`src/rtl/core/chr_pkg.sv`:
```
package chr_pkg;

    // ring geometry
    localparam int RING_DEPTH = 8192;
    localparam int ADDR_W     = $clog2(RING_DEPTH);
    localparam int CNT_W      = $clog2(RING_DEPTH + 1);

    // field widths
    localparam int OP_W     = 2;
    localparam int POINT_W  = 32;
    localparam int SERVER_W = 6;
    localparam int STATUS_W = 2;

    // program counter width
    localparam int PC_W = 5;

    // operation codes
    localparam logic [OP_W-1:0] OP_CLEAR  = 2'd0;
    localparam logic [OP_W-1:0] OP_INSERT = 2'd1;
    localparam logic [OP_W-1:0] OP_LOOKUP = 2'd2;

    // status codes
    localparam logic [STATUS_W-1:0] ST_OK    = 2'd0;
    localparam logic [STATUS_W-1:0] ST_EMPTY = 2'd1;
    localparam logic [STATUS_W-1:0] ST_FULL  = 2'd2;

    // request and response payloads
    typedef struct packed {
        logic [OP_W-1:0]     opcode;
        logic [POINT_W-1:0]  ring_point_value;
        logic [SERVER_W-1:0] owner_server;
        logic [POINT_W-1:0]  key_hash;
    } req_t;

    typedef struct packed {
        logic [SERVER_W-1:0] chosen_server;
        logic [STATUS_W-1:0] status;
        logic [CNT_W-1:0]    points_held;
    } rsp_t;

    // one ring entry in memory
    typedef struct packed {
        logic [POINT_W-1:0]  point;
        logic [SERVER_W-1:0] server;
    } entry_t;

    // datapath actions
    typedef enum logic [3:0] {
        ACT_NONE,
        ACT_CAPTURE,
        ACT_CLEAR,
        ACT_SEARCH_INIT,
        ACT_SEARCH_STEP,
        ACT_SHIFT_INIT,
        ACT_SHIFT_READ,
        ACT_SHIFT_WRITE,
        ACT_INSERT_WRITE,
        ACT_HIT_READ
    } act_t;

    // jump conditions
    typedef enum logic [3:0] {
        COND_NONE,
        COND_ALWAYS,
        COND_NO_REQ,
        COND_OP_LOOKUP,
        COND_OP_INSERT,
        COND_FULL,
        COND_EMPTY,
        COND_SEARCH_MORE,
        COND_SEARCH_DONE,
        COND_SHIFT_DONE
    } cond_t;

    // response kinds
    typedef enum logic [2:0] {
        EMIT_NONE,
        EMIT_OK,
        EMIT_EMPTY,
        EMIT_FULL,
        EMIT_SERVER
    } emit_t;

    typedef struct packed {
        act_t            act;
        cond_t           cond;
        emit_t           emit;
        logic [PC_W-1:0] target;
    } ctl_word_t;

    // datapath status seen by the sequencer
    typedef struct packed {
        logic no_req;
        logic op_lookup;
        logic op_insert;
        logic full;
        logic empty;
        logic search_more;
        logic shift_done;
        logic out_busy;
    } flags_t;

    // program addresses
    localparam logic [PC_W-1:0] PC_IDLE        = 5'd0;
    localparam logic [PC_W-1:0] PC_DISPATCH    = 5'd1;
    localparam logic [PC_W-1:0] PC_OP_CHECK    = 5'd2;
    localparam logic [PC_W-1:0] PC_CLEAR       = 5'd3;
    localparam logic [PC_W-1:0] PC_INS_FULL    = 5'd4;
    localparam logic [PC_W-1:0] PC_INS_INIT    = 5'd5;
    localparam logic [PC_W-1:0] PC_INS_STEP    = 5'd6;
    localparam logic [PC_W-1:0] PC_SHIFT_INIT  = 5'd7;
    localparam logic [PC_W-1:0] PC_SHIFT_CHECK = 5'd8;
    localparam logic [PC_W-1:0] PC_SHIFT_READ  = 5'd9;
    localparam logic [PC_W-1:0] PC_SHIFT_WRITE = 5'd10;
    localparam logic [PC_W-1:0] PC_INS_WRITE   = 5'd11;
    localparam logic [PC_W-1:0] PC_LKP_EMPTY   = 5'd12;
    localparam logic [PC_W-1:0] PC_LKP_INIT    = 5'd13;
    localparam logic [PC_W-1:0] PC_LKP_STEP    = 5'd14;
    localparam logic [PC_W-1:0] PC_HIT_READ    = 5'd15;
    localparam logic [PC_W-1:0] PC_EMIT_SERVER = 5'd16;
    localparam logic [PC_W-1:0] PC_EMIT_OK     = 5'd17;
    localparam logic [PC_W-1:0] PC_EMIT_FULL   = 5'd18;
    localparam logic [PC_W-1:0] PC_EMIT_EMPTY  = 5'd19;

    function automatic ctl_word_t mk_cw(act_t a, cond_t c, emit_t e, logic [PC_W-1:0] t);
        ctl_word_t w;
        w.act    = a;
        w.cond   = c;
        w.emit   = e;
        w.target = t;
        return w;
    endfunction

    // microcode store
    function automatic ctl_word_t ucode_word(input logic [PC_W-1:0] pc);
        ctl_word_t w;
        unique case (pc)
            PC_IDLE:        w = mk_cw(ACT_CAPTURE, COND_NO_REQ, EMIT_NONE, PC_IDLE);
            PC_DISPATCH:    w = mk_cw(ACT_NONE, COND_OP_LOOKUP, EMIT_NONE, PC_LKP_EMPTY);
            PC_OP_CHECK:    w = mk_cw(ACT_NONE, COND_OP_INSERT, EMIT_NONE, PC_INS_FULL);
            PC_CLEAR:       w = mk_cw(ACT_CLEAR, COND_ALWAYS, EMIT_NONE, PC_EMIT_OK);
            PC_INS_FULL:    w = mk_cw(ACT_NONE, COND_FULL, EMIT_NONE, PC_EMIT_FULL);
            PC_INS_INIT:    w = mk_cw(ACT_SEARCH_INIT, COND_SEARCH_DONE, EMIT_NONE,
                                      PC_SHIFT_INIT);
            PC_INS_STEP:    w = mk_cw(ACT_SEARCH_STEP, COND_SEARCH_MORE, EMIT_NONE,
                                      PC_INS_STEP);
            PC_SHIFT_INIT:  w = mk_cw(ACT_SHIFT_INIT, COND_NONE, EMIT_NONE, PC_IDLE);
            PC_SHIFT_CHECK: w = mk_cw(ACT_NONE, COND_SHIFT_DONE, EMIT_NONE, PC_INS_WRITE);
            PC_SHIFT_READ:  w = mk_cw(ACT_SHIFT_READ, COND_NONE, EMIT_NONE, PC_IDLE);
            PC_SHIFT_WRITE: w = mk_cw(ACT_SHIFT_WRITE, COND_ALWAYS, EMIT_NONE,
                                      PC_SHIFT_CHECK);
            PC_INS_WRITE:   w = mk_cw(ACT_INSERT_WRITE, COND_ALWAYS, EMIT_NONE, PC_EMIT_OK);
            PC_LKP_EMPTY:   w = mk_cw(ACT_NONE, COND_EMPTY, EMIT_NONE, PC_EMIT_EMPTY);
            PC_LKP_INIT:    w = mk_cw(ACT_SEARCH_INIT, COND_SEARCH_DONE, EMIT_NONE,
                                      PC_HIT_READ);
            PC_LKP_STEP:    w = mk_cw(ACT_SEARCH_STEP, COND_SEARCH_MORE, EMIT_NONE,
                                      PC_LKP_STEP);
            PC_HIT_READ:    w = mk_cw(ACT_HIT_READ, COND_NONE, EMIT_NONE, PC_IDLE);
            PC_EMIT_SERVER: w = mk_cw(ACT_NONE, COND_ALWAYS, EMIT_SERVER, PC_IDLE);
            PC_EMIT_OK:     w = mk_cw(ACT_NONE, COND_ALWAYS, EMIT_OK, PC_IDLE);
            PC_EMIT_FULL:   w = mk_cw(ACT_NONE, COND_ALWAYS, EMIT_FULL, PC_IDLE);
            PC_EMIT_EMPTY:  w = mk_cw(ACT_NONE, COND_ALWAYS, EMIT_EMPTY, PC_IDLE);
            default:        w = mk_cw(ACT_NONE, COND_ALWAYS, EMIT_NONE, PC_IDLE);
        endcase
        return w;
    endfunction

endpackage

```
`src/rtl/core/chr_seq.sv`:
```
module chr_seq
    import chr_pkg::*;
(
    input  logic      clk,
    input  logic      rst_n,
    input  flags_t    flags,
    output ctl_word_t cw
);

    logic [PC_W-1:0] pc_reg;
    logic [PC_W-1:0] pc_next;
    logic            taken;
    logic            hold;

    // fetch the control word of the current step
    assign cw = ucode_word(pc_reg);

    // jump condition select
    always_comb
    begin
        unique case (cw.cond)
            COND_NONE:        taken = 1'b0;
            COND_ALWAYS:      taken = 1'b1;
            COND_NO_REQ:      taken = flags.no_req;
            COND_OP_LOOKUP:   taken = flags.op_lookup;
            COND_OP_INSERT:   taken = flags.op_insert;
            COND_FULL:        taken = flags.full;
            COND_EMPTY:       taken = flags.empty;
            COND_SEARCH_MORE: taken = flags.search_more;
            COND_SEARCH_DONE: taken = !flags.search_more;
            COND_SHIFT_DONE:  taken = flags.shift_done;
            default:          taken = 1'b1;
        endcase
    end

    // a response step waits while the output register is still held
    assign hold = (cw.emit != EMIT_NONE) && flags.out_busy;

    always_comb
    begin
        if (hold)
        begin
            pc_next = pc_reg;
        end
        else if (taken)
        begin
            pc_next = cw.target;
        end
        else
        begin
            pc_next = pc_reg + 1'b1;
        end
    end

    always_ff @(posedge clk or negedge rst_n)
    begin
        if (!rst_n)
        begin
            pc_reg <= PC_IDLE;
        end
        else
        begin
            pc_reg <= pc_next;
        end
    end

endmodule

```
`config.mk`:
```
export PLATFORM = sky130hd
export DESIGN_NAME = chr_seq
export DESIGN_NICKNAME = d
export VERILOG_FILES = /design/src/rtl/core/chr_pkg.sv /design/src/rtl/core/chr_seq.sv
export SDC_FILE = /design/constraint.sdc
export NUM_CORES = 1
export LEC_CHECK = 0
export BUFFER_PORTS_ARGS = -buffer_cell sky130_fd_sc_hd__buf_2
export CORE_ASPECT_RATIO = 0.75
export CORE_MARGIN = 2
export CORE_UTILIZATION = 50
export DETAILED_ROUTE_END_ITERATION = 7
export PLACE_DENSITY = 0.78
export SLEW_MARGIN = 30
export SYNTH_ARGS = -nofsm -noshare
export SYNTH_HDL_FRONTEND = slang
export SYNTH_SLANG_ARGS = --single-unit
```
`constraint.sdc`:
```
create_clock -name clk -period 2.6 [get_ports clk]
set_input_delay 0.26 -clock clk [delete_from_list [all_inputs] [get_ports clk]]
set_output_delay 0.26 -clock clk [all_outputs]
set_load 0.01 [all_outputs]
```
==> out/metrics.cfg <==
[run_status]
status=finished, final reports clean

[logic_synthesis]
synth_enable_flop_cells=0
synthTopCellsByArea=dfrtp_1 14%, ha_1 12%, mux2i_1 6.9%
yosysSeqAreaShare_pct=14.4
postSynthCellCount=105
yosysTopAreaCellShare_pct=14.4
yosysUniqueCellTypes=47
synth-seq-cells=5
synth_warnings=0
syn_avg_cell_area_um2=8.26
async_flop_share_pct=100
yosys.area.top_type=dfrtp_1
synth_ff_type=dfrtp_1
synth_nets=123
syn_area_um2=867

[critical_path]
rr_worst_depth=8
worstSetupStartpointType=flip-flop
slowest_delay_ns=0.49
crit_top_cell=inv_1
worst_path_max_delay_cell=dfrtp_1
critPathLaunch=pc_reg[1]$_DFFE_PN0N_
reg2reg_slack_ns=0.1
timing.rr.start=pc_reg[1]$_DFFE_PN0N_
crit_end=cw[0]
crit_arrival_ns=2.24
worst_setup_path_end_kind=primary output
worstPathCellList=inv_1 > ha_1 > inv_1 > mux4_2 > and2_1 > buf_2
required_ns=2.34
worstSetupPathType=reg2out
r2r_end=pc_reg[2]$_DFFE_PN0N_
path_max_fanout=8

[placement]
dp.cells=148
gp_congestion=0.883
io_buffers=25
dpl.hpwl_um=1810

[route]
vias=882
drt_iter0_markers=48
drtPass1Iterations=4
vias_per_cell=5.76
wl_per_cell_um=15.3
drt_wl_total_um=2350
drc=0
ant_nets=0

[clocking]
cts_buffer_depth=2
clk_latency_ns=0.25
cts_root_buffer=clkbuf_4
cts.htree.levels=1
postCtsSetupRepairBufs=0
tritoncts=yes
cts.reportedPaths.clkPinSlew_ns=0.05
cts_sinks=5
numCtsBuffers=3

[timing]
tns_ns=0
timing.final.crit_share_pct=96.2
max_freq_mhz=400
setup_violations=0
slew_viol_final=0
rsz0062_at_grt=false
clock_skew_ns=0.000251
slew_headroom_pct=54.3
min_period_ns=2.50
worst_pin_slew_ns=0.685
hold_slack_ns=0.362
finalHoldViolCount=0

[power]
comb_power_share_pct=80.2
p_int_w=0.000811
power.share.clock_pct=5.6
powerDensity_nw_per_um2=1640
vdd_drop_max_v=0.000851
seq_power_share_pct=14.2
swShare_pct=52.2
p_sw_w=0.000886
p_leak_nw=0.510

[global_route]
grt_max_degree=23
grt_usage_pct=26.4
grt_pass1_wl_um=3880
gr-usage-met3_pct=5.60
grtUsageMet1_pct=35.6
gr-usage-met2_pct=43.0
grt_antenna_before_repair=0
grt_pass1_vias=790
top_usage_layer=met2
grt.overflow.total=0

[floorplanning]
die_w_um=52.1
initial_core_util_pct=56.1
pin_count=26
fp.coreArea_um2=1550
row_count=12
die_y_um=40.1
dieArea_um2=2090

[cells_and_area]
n_fill_cell=139
final_cells=153
mostFrequentLayoutCells=25 x buf_2, 14 x nor2_1, 8 x ha_1, 7 x inv_1, 6 x mux2i_1
largest_reg_flops=5
nets=151
n_antenna_cell=0
drive_above_1_share_pct=35.6
final_common_cell=buf_2
layout-area-overhead-vs-synth_pct=19.2

[job]
cap_violations=0

[hold_path]
hold_class=in2async

## repair_timing
action                     in CTS  in global routing
hold buffers                    1                  0
setup endpoints to repair       0                  2
hold endpoints to repair        5                  0
gates resized for setup         0                  2
## logic make-up after synthesis
logic type | Yosys count | synth area share, %
fa+ha+maj | 8 | 11.5
simple gates | 39 | 24.5
mux | 9 | 12.6
compound gates | 27 | 25.0
buf+inv | 15 | 9.96
xor+xnor | 2 | 2.02
flops | 5 | 14.4
## how the worst min path moves through the flow
stage / from / to
after floorplan: rst_n / pc_reg[0]$_DFFE_PN0N_
final: rst_n / pc_reg[3]$_DFFE_PN0N_
after global placement: rst_n / pc_reg[2]$_DFFE_PN0N_
after global routing: rst_n / pc_reg[4]$_DFFE_PN0N_
after detailed placement: rst_n / pc_reg[3]$_DFFE_PN0N_
after CTS: rst_n / pc_reg[3]$_DFFE_PN0N_
## final cells by class
type                            instances  area [um^2]  share of cell area [%]
Clock buffer                            4         26.3                    2.54
Inverter                                8         30.0                    2.91
Multi-Input combinational cell         85          659                    63.8
Sequential cell                         5          126                    12.2
Tap cell                               21         26.3                    2.54
Timing Repair Buffer                   30          165                    16.0
## metal layers
metal  routed length, um  vias to the layer above
li1                    -                      431
met1                1140                      412
met2                1060                       39
met3                 147                        0
met4                   0                        0
met5                   0                        -
## cells in the mapped netlist (2+ instances only)
master	number
mux2i_1	6
inv_1	7
buf_6	2
nand3_1	3
a211oi_1	5
and2b_2	2
nor2_1	14
and2_1	2
and3_1	4
o21a_1	2
nand4_1	2
o32ai_2	2
nand2_1	2
ha_1	8
dfrtp_1	5
nand2b_1	3
a21oi_1	6
## critical path, delay by kind of cell, from the launching register on
kind | cells | cell delay [ns]
AND/OR/NAND/NOR | 1 | 0.18
adder cells (fa/ha/maj) | 1 | 0.41
multiplexers | 1 | 0.46
buffers and inverters | 3 | 0.45
flip-flops | 1 | 0.49
## through the flow
step	utilization (%)	area (um^2)	setup WS, ns	power, W
CTS	66.5	1030	0.118	0.00167
finish	66.8	1030	0.0983	0.00170
floorplan	-	867	0.328	0.00123
global placement	64.2	992	0.255	0.00153
global route	66.8	1030	0.0144	0.00185
detailed placement	64.2	992	0.142	0.00157
## power by group through the flow
stage	Clock (W)	Combinational [W]	Sequential (W)
after floorplan	0	0.00107	0.000165
after global placement	0	0.00130	0.000235
after detailed placement	0	0.00133	0.000239
after CTS	0.0000989	0.00134	0.000238
after global routing	0.000105	0.00149	0.000255
final	0.0000952	0.00136	0.000241
(Power assumes the default switching activity.)
